File: src/rtl/uart_dart_channel_registers_macros.svh
// Assertion macros shared by the serial controller register files.
// Needs a clock named clock and a reset named reset in the using module.
`ifndef UART_DART_CHANNEL_REGISTERS_MACROS_SVH
`define UART_DART_CHANNEL_REGISTERS_MACROS_SVH

// same-cycle implication
`define UDC_ASSERT_IMPL(label, ante, cons) \
   label: assert property (@(posedge clock) disable iff (reset) (ante) |-> (cons)) \
      else $error("udc assertion failed");

// next-cycle implication
`define UDC_ASSERT_NEXT(label, ante, cons) \
   label: assert property (@(posedge clock) disable iff (reset) (ante) |=> (cons)) \
      else $error("udc assertion failed");

`endif

File: src/rtl/udc_pkg.sv
// Shared constants and types for the serial controller register block.
// No dependencies.
package udc_pkg;

   localparam int FIFO_DEPTH = 16;
   localparam int CNT_W      = $clog2(FIFO_DEPTH + 1);
   localparam int PTR_W      = (FIFO_DEPTH > 1) ? $clog2(FIFO_DEPTH) : 1;

   // action codes
   localparam logic [1:0] ACT_READ  = 2'd0;
   localparam logic [1:0] ACT_WRITE = 2'd1;
   localparam logic [1:0] ACT_RX    = 2'd2;

   // register offsets
   localparam logic [1:0] OFS_DATA   = 2'd0;
   localparam logic [1:0] OFS_CMD    = 2'd1;
   localparam logic [1:0] OFS_ENABLE = 2'd2;

   localparam logic [7:0] STATUS_FIXED    = 8'h64;
   localparam logic [7:0] STATUS_RX_AVAIL = 8'h01;
   localparam logic [1:0] CMD_TOP_CLEAR   = 2'b11;  // bits 7:6
   localparam logic [1:0] CMD_CHAN_A      = 2'b00;  // bits 3:2
   localparam logic [1:0] CMD_CHAN_B      = 2'b01;
   localparam int         EN_TX_BIT       = 1;      // enable mask 0x02
   localparam int         EN_RX_BIT       = 2;      // enable mask 0x04
   localparam logic [7:0] VEC_IDLE        = 8'h08;

   typedef struct packed {
      logic push;
      logic pop;
   } fifo_ctl_type;

   typedef struct packed {
      logic empty;
      logic full;
      logic one_left;
   } fifo_stat_type;

endpackage

File: src/rtl/udc_channel_if.sv
// Handshake interfaces for the request and response channels.
// No dependencies.
interface udc_req_if;
   logic       valid;
   logic       ready;
   logic [1:0] action;
   logic [1:0] offset;
   logic [7:0] write_data;
   logic [7:0] rx_data;

   modport source (output valid, action, offset, write_data, rx_data, input ready);
   modport sink (input valid, action, offset, write_data, rx_data, output ready);
endinterface

interface udc_rsp_if;
   logic       valid;
   logic       ready;
   logic [7:0] read_data;
   logic       tx_valid;
   logic [7:0] tx_data;
   logic       interrupt_pending;
   logic [7:0] interrupt_vector;
   logic       rx_overrun;

   modport source (output valid, read_data, tx_valid, tx_data, interrupt_pending,
                   interrupt_vector, rx_overrun, input ready);
   modport sink (input valid, read_data, tx_valid, tx_data, interrupt_pending,
                 interrupt_vector, rx_overrun, output ready);
endinterface

File: src/rtl/udc_rx_fifo.sv
// Receive FIFO: synchronous memory, registered read, pointers and count.
// Depends on udc_pkg and uart_dart_channel_registers_macros.svh.
`include "uart_dart_channel_registers_macros.svh"

module udc_rx_fifo (
   input  logic                   clock,
   input  logic                   reset,
   input  udc_pkg::fifo_ctl_type  ctl,
   input  logic [7:0]             push_data,
   output udc_pkg::fifo_stat_type stat,
   output logic [7:0]             pop_data
);
   import udc_pkg::*;

   logic [7:0]       mem [FIFO_DEPTH];
   logic [PTR_W-1:0] head_ff, head_in;
   logic [PTR_W-1:0] tail_ff, tail_in;
   logic [CNT_W-1:0] count_ff, count_in;
   logic [7:0]       pop_data_ff;
   logic             do_push, do_pop;

   assign stat.empty    = (count_ff == '0);
   assign stat.full     = (count_ff == CNT_W'(FIFO_DEPTH));
   assign stat.one_left = (count_ff == CNT_W'(1));

   // requests beyond the fill level are dropped here
   assign do_push = ctl.push && !stat.full;
   assign do_pop  = ctl.pop && !stat.empty;

   always_comb begin
      head_in  = head_ff;
      tail_in  = tail_ff;
      count_in = count_ff;
      if (do_push) begin
         tail_in  = (tail_ff == PTR_W'(FIFO_DEPTH - 1)) ? '0 : tail_ff + 1'b1;
         count_in = count_ff + 1'b1;
      end
      if (do_pop) begin
         head_in  = (head_ff == PTR_W'(FIFO_DEPTH - 1)) ? '0 : head_ff + 1'b1;
         count_in = count_ff - 1'b1;
      end
   end

   always_ff @(posedge clock) begin
      if (reset) begin
         head_ff  <= '0;
         tail_ff  <= '0;
         count_ff <= '0;
      end else begin
         head_ff  <= head_in;
         tail_ff  <= tail_in;
         count_ff <= count_in;
      end
   end

   // storage, written and read at most once per cycle; never the same item
   always_ff @(posedge clock) begin
      if (do_push) begin
         mem[tail_ff] <= push_data;
      end
      if (do_pop) begin
         pop_data_ff <= mem[head_ff];
      end
   end

   assign pop_data = pop_data_ff;

   `UDC_ASSERT_IMPL(a_full_not_empty, stat.full, !stat.empty)
   `UDC_ASSERT_NEXT(a_push_fills, do_push, !stat.empty)
   `UDC_ASSERT_NEXT(a_last_pop_empties, do_pop && stat.one_left, stat.empty)

endmodule

File: src/rtl/uart_dart_channel_registers.sv
// Top level of the serial controller register block.
// Depends on udc_pkg, udc_channel_if, udc_rx_fifo and the assertion macros.
//
// channel   dir  handshake        payload
// req_chan  in   valid / ready    action, offset, write_data, rx_data
// rsp_chan  out  valid / ready    read_data, tx_*, interrupt_*, rx_overrun
// csr       in   write enable     vector_base byte
//
// One transfer in per cycle while req_chan.ready is high; result from the output register in the next cycle.
// req_chan.ready is high whenever the output register is empty or being drained.
// Popped bytes come from the FIFO memory's registered read port in the same
// cycle the output register loads, so a read is no slower than other transfers.
// Synchronous active-high reset clears flags, pointers and count; no clear pass.
`include "uart_dart_channel_registers_macros.svh"

module uart_dart_channel_registers (
   input  logic        clock,
   input  logic        reset,
   udc_req_if.sink     req_chan,
   udc_rsp_if.source   rsp_chan,
   input  logic        csr_write_enable,
   input  logic [7:0]  csr_write_data
);
   import udc_pkg::*;

   // configuration
   logic [7:0] vector_base_ff;

   // controller state
   logic       chan_a_ff, chan_a_in;
   logic [7:0] enables_ff, enables_in;
   logic       overrun_ff, overrun_in;
   logic       irq_ff, irq_in;

   // output register
   logic       rsp_valid_ff;
   logic       rsp_pop_ff;
   logic [7:0] rsp_read_data_ff, rsp_read_data_in;
   logic       rsp_tx_valid_ff;
   logic [7:0] rsp_tx_data_ff;
   logic [7:0] rsp_vector_ff;

   logic          accept;
   logic          is_read, is_write, is_rx;
   logic          wr_data, wr_cmd, wr_enable;
   logic          pop_req, pop_done, push_done;
   logic          count_nz_next;
   logic          irq_recalc;
   fifo_ctl_type  fifo_ctl;
   fifo_stat_type fifo_stat;
   logic [7:0]    fifo_pop_data;

   assign req_chan.ready = !rsp_valid_ff || rsp_chan.ready;
   assign accept         = req_chan.valid && req_chan.ready;

   assign is_read  = (req_chan.action == ACT_READ);
   assign is_write = (req_chan.action == ACT_WRITE);
   assign is_rx    = (req_chan.action == ACT_RX);

   assign wr_data   = is_write && (req_chan.offset == OFS_DATA);
   assign wr_cmd    = is_write && (req_chan.offset == OFS_CMD);
   assign wr_enable = is_write && (req_chan.offset == OFS_ENABLE);

   // offsets 0 and 1 read the data port
   assign pop_req = is_read && !req_chan.offset[1];

   assign fifo_ctl.push = accept && is_rx;
   assign fifo_ctl.pop  = accept && pop_req;

   udc_rx_fifo u_rx_fifo (
      .clock     (clock),
      .reset     (reset),
      .ctl       (fifo_ctl),
      .push_data (req_chan.rx_data),
      .stat      (fifo_stat),
      .pop_data  (fifo_pop_data)
   );

   assign pop_done  = fifo_ctl.pop && !fifo_stat.empty;
   assign push_done = fifo_ctl.push && !fifo_stat.full;

   // FIFO occupancy after this transfer; push and pop never share a transfer
   always_comb begin
      if (push_done) begin
         count_nz_next = 1'b1;
      end else if (pop_done) begin
         count_nz_next = !fifo_stat.one_left;
      end else begin
         count_nz_next = !fifo_stat.empty;
      end
   end

   always_comb begin
      chan_a_in  = chan_a_ff;
      enables_in = enables_ff;
      overrun_in = overrun_ff;
      if (accept && wr_cmd) begin
         if (req_chan.write_data[7:6] == CMD_TOP_CLEAR) begin
            overrun_in = 1'b0;
         end
         case (req_chan.write_data[3:2])
            CMD_CHAN_A: chan_a_in = 1'b1;
            CMD_CHAN_B: chan_a_in = 1'b0;
            default:    chan_a_in = chan_a_ff;
         endcase
      end
      if (accept && wr_enable && chan_a_ff) begin
         enables_in = req_chan.write_data;
      end
      if (fifo_ctl.push && fifo_stat.full) begin
         overrun_in = 1'b1;
      end
   end

   // interrupt request is re-evaluated only on these events
   assign irq_recalc = pop_done || fifo_ctl.push || (accept && (wr_data || wr_enable));

   always_comb begin
      irq_in = irq_ff;
      if (irq_recalc) begin
         irq_in = chan_a_ff && (enables_in[EN_TX_BIT] ||
                                (enables_in[EN_RX_BIT] && count_nz_next));
      end
   end

   always_comb begin
      rsp_read_data_in = '0;
      if (is_read && req_chan.offset[1]) begin
         rsp_read_data_in = STATUS_FIXED | (fifo_stat.empty ? 8'h00 : STATUS_RX_AVAIL);
      end
   end

   always_ff @(posedge clock) begin
      if (reset) begin
         vector_base_ff <= '0;
         chan_a_ff      <= 1'b1;
         enables_ff     <= '0;
         overrun_ff     <= 1'b0;
         irq_ff         <= 1'b0;
         rsp_valid_ff   <= 1'b0;
      end else begin
         if (csr_write_enable) begin
            vector_base_ff <= csr_write_data;
         end
         chan_a_ff  <= chan_a_in;
         enables_ff <= enables_in;
         overrun_ff <= overrun_in;
         irq_ff     <= irq_in;
         if (accept) begin
            rsp_valid_ff <= 1'b1;
         end else if (rsp_chan.ready) begin
            rsp_valid_ff <= 1'b0;
         end
      end
   end

   // payload of the output register
   always_ff @(posedge clock) begin
      if (accept) begin
         rsp_pop_ff       <= pop_done;
         rsp_read_data_ff <= rsp_read_data_in;
         rsp_tx_valid_ff  <= wr_data;
         rsp_tx_data_ff   <= wr_data ? req_chan.write_data : 8'h00;
         rsp_vector_ff    <= vector_base_ff | (irq_in ? 8'h00 : VEC_IDLE);
      end
   end

   // popped byte arrives from the FIFO read register alongside the rest
   assign rsp_chan.valid             = rsp_valid_ff;
   assign rsp_chan.read_data         = rsp_pop_ff ? fifo_pop_data : rsp_read_data_ff;
   assign rsp_chan.tx_valid          = rsp_tx_valid_ff;
   assign rsp_chan.tx_data           = rsp_tx_data_ff;
   assign rsp_chan.interrupt_pending = irq_ff;
   assign rsp_chan.interrupt_vector  = rsp_vector_ff;
   assign rsp_chan.rx_overrun        = overrun_ff;

   `UDC_ASSERT_NEXT(a_overrun_on_full_push, fifo_ctl.push && fifo_stat.full, overrun_ff)
   `UDC_ASSERT_IMPL(a_tx_no_read_data, rsp_valid_ff && rsp_tx_valid_ff,
      rsp_chan.read_data == 8'h00)
   `UDC_ASSERT_IMPL(a_vector_tracks_irq, rsp_valid_ff,
      rsp_vector_ff[3] == (!irq_ff || vector_base_ff[3]))

endmodule

File: src/flat_wrapper.sv
// flat-port wrapper written by rule: the top's interface ports become plain ports
module uart_dart_channel_registers_flat import udc_pkg::*;
  (clock, reset, csr_write_enable, csr_write_data, req_chan_valid, req_chan_action, req_chan_offset, req_chan_write_data, req_chan_rx_data, req_chan_ready, rsp_chan_valid, rsp_chan_read_data, rsp_chan_tx_valid, rsp_chan_tx_data, rsp_chan_interrupt_pending, rsp_chan_interrupt_vector, rsp_chan_rx_overrun, rsp_chan_ready);
  udc_req_if req_chan_i ();
  udc_rsp_if rsp_chan_i ();
  input  logic clock;
  input  logic reset;
  input  logic csr_write_enable;
  input  logic [7:0] csr_write_data;
  input wire logic [$bits(req_chan_i.valid)-1:0] req_chan_valid;
  input wire logic [$bits(req_chan_i.action)-1:0] req_chan_action;
  input wire logic [$bits(req_chan_i.offset)-1:0] req_chan_offset;
  input wire logic [$bits(req_chan_i.write_data)-1:0] req_chan_write_data;
  input wire logic [$bits(req_chan_i.rx_data)-1:0] req_chan_rx_data;
  output wire logic [$bits(req_chan_i.ready)-1:0] req_chan_ready;
  output wire logic [$bits(rsp_chan_i.valid)-1:0] rsp_chan_valid;
  output wire logic [$bits(rsp_chan_i.read_data)-1:0] rsp_chan_read_data;
  output wire logic [$bits(rsp_chan_i.tx_valid)-1:0] rsp_chan_tx_valid;
  output wire logic [$bits(rsp_chan_i.tx_data)-1:0] rsp_chan_tx_data;
  output wire logic [$bits(rsp_chan_i.interrupt_pending)-1:0] rsp_chan_interrupt_pending;
  output wire logic [$bits(rsp_chan_i.interrupt_vector)-1:0] rsp_chan_interrupt_vector;
  output wire logic [$bits(rsp_chan_i.rx_overrun)-1:0] rsp_chan_rx_overrun;
  input wire logic [$bits(rsp_chan_i.ready)-1:0] rsp_chan_ready;
  assign req_chan_i.valid = req_chan_valid;
  assign req_chan_i.action = req_chan_action;
  assign req_chan_i.offset = req_chan_offset;
  assign req_chan_i.write_data = req_chan_write_data;
  assign req_chan_i.rx_data = req_chan_rx_data;
  assign req_chan_ready = req_chan_i.ready;
  assign rsp_chan_valid = rsp_chan_i.valid;
  assign rsp_chan_read_data = rsp_chan_i.read_data;
  assign rsp_chan_tx_valid = rsp_chan_i.tx_valid;
  assign rsp_chan_tx_data = rsp_chan_i.tx_data;
  assign rsp_chan_interrupt_pending = rsp_chan_i.interrupt_pending;
  assign rsp_chan_interrupt_vector = rsp_chan_i.interrupt_vector;
  assign rsp_chan_rx_overrun = rsp_chan_i.rx_overrun;
  assign rsp_chan_i.ready = rsp_chan_ready;
  uart_dart_channel_registers u_core (.clock(clock), .reset(reset), .req_chan(req_chan_i), .rsp_chan(rsp_chan_i), .csr_write_enable(csr_write_enable), .csr_write_data(csr_write_data));
endmodule
File: config.mk
export PLATFORM = sky130hd
export DESIGN_NAME = uart_dart_channel_registers_flat
export DESIGN_NICKNAME = d
export VERILOG_FILES = /design/src/rtl/udc_pkg.sv /design/src/rtl/udc_channel_if.sv /design/src/rtl/udc_rx_fifo.sv /design/src/rtl/uart_dart_channel_registers.sv /design/src/flat_wrapper.sv
export VERILOG_INCLUDE_DIRS = /design/src /design/src/rtl
export SDC_FILE = /design/constraint.sdc
export NUM_CORES = 1
export LEC_CHECK = 0
export BUFFER_PORTS_ARGS = -buffer_cell sky130_fd_sc_hd__buf_2
export CORE_MARGIN = 3
export CORE_UTILIZATION = 46
export CTS_CLUSTER_SIZE = 30
export DETAILED_ROUTE_END_ITERATION = 10
export PLACE_DENSITY = 0.67
export SLEW_MARGIN = 10
export SYNTH_ARGS = -nofsm -noshare
export SYNTH_HDL_FRONTEND = slang
export SYNTH_SLANG_ARGS = --single-unit
File: constraint.sdc
create_clock -name clock -period 2 [get_ports clock]
set_clock_uncertainty 0.15 [all_clocks]
set_input_delay 0.2 -clock clock [delete_from_list [all_inputs] [get_ports clock]]
set_output_delay 0.2 -clock clock [all_outputs]
set_load 0.05 [all_outputs]
==> impl_metrics.tcl <==
set metrics [dict create \
    min_from "rsp_chan_ready" \
    hold-path-endpoint "u_core.rsp_chan.valid" \
    place_ws_ns -0.129 \
    final_cell_mix "edfxtp_1 (156), buf_2 (61), mux4_2 (32)" \
    grt_max_degree 36 \
    grt_usage 0.181 \
    synth.avg_cell_area_um2 17.0 \
    fin_cells 782 \
    syn-num-nets 472 \
    power.leakage_nw 3.32 \
    syn2layout_area_growth_pct 28.8 \
    cts_made_buffers 17 \
    cts_tree "done" \
    synth_area_leaders "edfxtp_1 (64%), mux4_2 (9.8%), dfxtp_1 (7.4%), mux2i_1 (2.6%), and2_1 (1.6%)" \
    max_freq_mhz 486 \
    powerDensity_mw_per_mm2 876 \
    drt-total-wl_um 15700 \
    multi_input_area_mm2 0.00219 \
    drc 0 \
    clk_latency_ns 0.43 \
    start_kind "flop" \
    min_path_type "in -> reg" \
    fin_nets 600 \
    ys.flop_type "edfxtp_1" \
    reg2reg_depth 7 \
    synth_cell_type_count 47 \
    tns_ns -0.0563 \
    place_inst 714 \
    fin_ws_ns -0.0563 \
    rsz0062_at_grt "yes" \
    ctsRootBufferMaster "clkbuf_16" \
    r2r_start "u_core.u_rx_fifo.count_ff[0]" \
    yosys.area.top_type "edfxtp_1" \
    synthCells 430 \
    io_pins 62 \
    min_path_cells 3 \
    required_ns 2.03 \
    vias_per_cell 5.40 \
    ys_ff_latch 183 \
    finalSetupViolCount 1 \
    row_count 45 \
    violations "setup timing" \
    r2r_setup_slack_ns -0.06 \
    drive_gt1_frac 0.391 \
    die_area_mm2 0.0175 \
    n_fill_cell 1082 \
    crit_type "reg -> reg" \
    grt_pass1_vias 4291 \
    vias 4224 \
    netlist.area_leader.share 0.640 \
    end_kind "flop" \
    ys.warnings.count 0 \
    slew_violations 0 \
    regArea_mm2 0.00523 \
    hold_ws_ns 0.0129 \
    reg2reg_to "u_core.rsp_chan.interrupt_vector[3]" \
    place_hpwl_um 9740 \
    timing_hold_violations_final 0 \
    clk_pin_slew_ns 0.07 \
    ant_nets 0 \
    final_common_cell "edfxtp_1" \
    antenna_found_initial 0 \
    drtIter0Drc 391 \
    fin_crit_sh 1.03 \
    cts_max_level 4 \
    die_h_um 132 \
    tightestPinTransition_ns 0.881 \
    post-route-min-period_ns 2.06 \
    avgRoutedWirePerCell_um 20.1 \
    gp_congestion 0.788 \
    grt-ovfl-total 0 \
    start_util 0.477 \
    status "finished, violations left" \
    clockBufferDepth 2 \
    antenna_cells 0 \
    cts.sinks 183 \
    synth-edff-count 156 \
    die_w_um 132 \
    dr.pass1.iters 5 \
    synth_area_mm2 0.00732 \
    peakVddDrop_v 0.000687 \
    max_slew_margin 0.412 \
    maxCapViolations 0 \
    numPortBuffers 61 \
    arrival_ns 2.08 \
    async_flop_share 0 \
    grt_pass1_wl_um 24000 \
    path_max_fanout 2 \
    seq_area_frac_synth 0.713 \
    core_mm2 0.0154 \
]
cells in the mapped netlist, types with 2 or more instances:
library cell and count:
o21ai_0 4, nand2b_1 3, buf_4 3, nor2b_1 8
buf_2 4, inv_1 6, o211ai_1 2, mux2i_1 19
a21oi_1 18, nor3_1 6, and3_1 13, nand4_1 4
edfxtp_1 156, buf_1 2, mux4_2 32, dfxtp_1 27
nor3b_1 3, a311oi_1 2, xnor2_1 2, xor2_1 3
nand3_1 3, nand2_1 21, and2_1 19, nor2_1 21
clkbuf_1 12, ha_1 9, a211oi_1 8
what timing repair did:
item	4_1_cts	5_1_grt
setup buffers	2	11
pin swaps	2	12
resized for setup	14	42
hold buffers	21	0
endpoints found under the setup margin	75	109
gates cloned	2	1
hold endpoints to repair	33	0
logic make-up (layout without fill, tap and decap cells):
logic type / count (synthesis) / in the layout / share of synthesized area
AOI/OAI and AO/OA: 40 / 40 / 0.0345
and+or+nand+nor: 112 / 112 / 0.0868
buffers and inverters: 29 / 170 / 0.0181
DFF: 183 / 183 / 0.713
xor gates and xnor gates: 5 / 5 / 0.00598
adders and majority gates: 9 / 9 / 0.0154
muxes: 52 / 52 / 0.126
report_power, final:
group	total [W]	internal, W	switching [W]
sequential	0.00422	0.00420	0.0000283
clock	0.00341	0.00199	0.00142
combinational	0.000638	0.000266	0.000372
registers in the layout, indices dropped and copies added (netlist names), 2 cells and up:
register	count
u_core.rsp_chan.tx_data	8
u_core.u_rx_fifo.count_ff	5
u_core.u_rx_fifo.mem	128
u_core.vector_base_ff	8
u_core.rsp_read_data_ff	2
u_core.enables_ff	2
u_core.u_rx_fifo.tail_ff	4
u_core.u_rx_fifo.head_ff	4
u_core.u_rx_fifo.pop_data	8
u_core.rsp_chan.interrupt_vector	8
critical path: stages, from the launching register on:
cell     delay [ns]
dfxtp_2        0.32
inv_2          0.07
ha_4           0.14
or4b_4         0.48
nand4_4        0.10
nand2_4        0.06
o211a_1        0.15
or3_1          0.34
layer usage:
| layer | wire [um] | track usage | vias up |
|---|---|---|---|
| met5 | 0 | 0 | - |
| li1 | - | - | 1935 |
| met4 | 213 | 0.0595 | 0 |
| met2 | 7960 | 0.293 | 139 |
| met1 | 6610 | 0.247 | 2132 |
| met3 | 941 | 0.0405 | 18 |
area by class of cell:
cell class	instances	area share
flip-flops and latches	183	0.554
multi-input cells	218	0.232
repair buffers	131	0.119
clock buffers	19	0.0459
well taps	211	0.0280
clock inverters	13	0.0179
inverters	7	0.00305
worst max path at each step:
| stage | from | end | slack (ns) | cells past startpoint |
|---|---|---|---|---|
| 2_1_floorplan | u_core.u_rx_fifo.count_ff[1] | u_core.rsp_chan.interrupt_vector[3] | -0.08 | 7 |
| 5_1_grt | u_core.u_rx_fifo.count_ff[0] | u_core.rsp_chan.interrupt_vector[3] | -0.13 | 7 |
| 4_1_cts | u_core.u_rx_fifo.count_ff[1] | u_core.u_rx_fifo.mem[6][6] | -0.06 | 6 |
| 3_5_place_dp | u_core.u_rx_fifo.head_ff[0] | u_core.u_rx_fifo.pop_data[4] | -0.13 | 5 |
| 6_report | u_core.u_rx_fifo.count_ff[0] | u_core.rsp_chan.interrupt_vector[3] | -0.06 | 7 |
| 3_3_place_gp | u_core.u_rx_fifo.head_ff[0] | u_core.u_rx_fifo.pop_data[4] | -0.09 | 5 |
per-stage QoR:
stage / area (um^2) / total power (W) / utilization
2_1_floorplan: 7360 / 0.00465 / -
3_3_place_gp: 8220 / 0.00483 / 0.535
3_5_place_dp: 8220 / 0.00486 / 0.535
4_1_cts: 9150 / 0.00828 / 0.595
5_1_grt: 9440 / 0.00852 / 0.614
6_report: 9440 / 0.00827 / 0.614
Note: power is estimated with default switching activity, not from simulation.
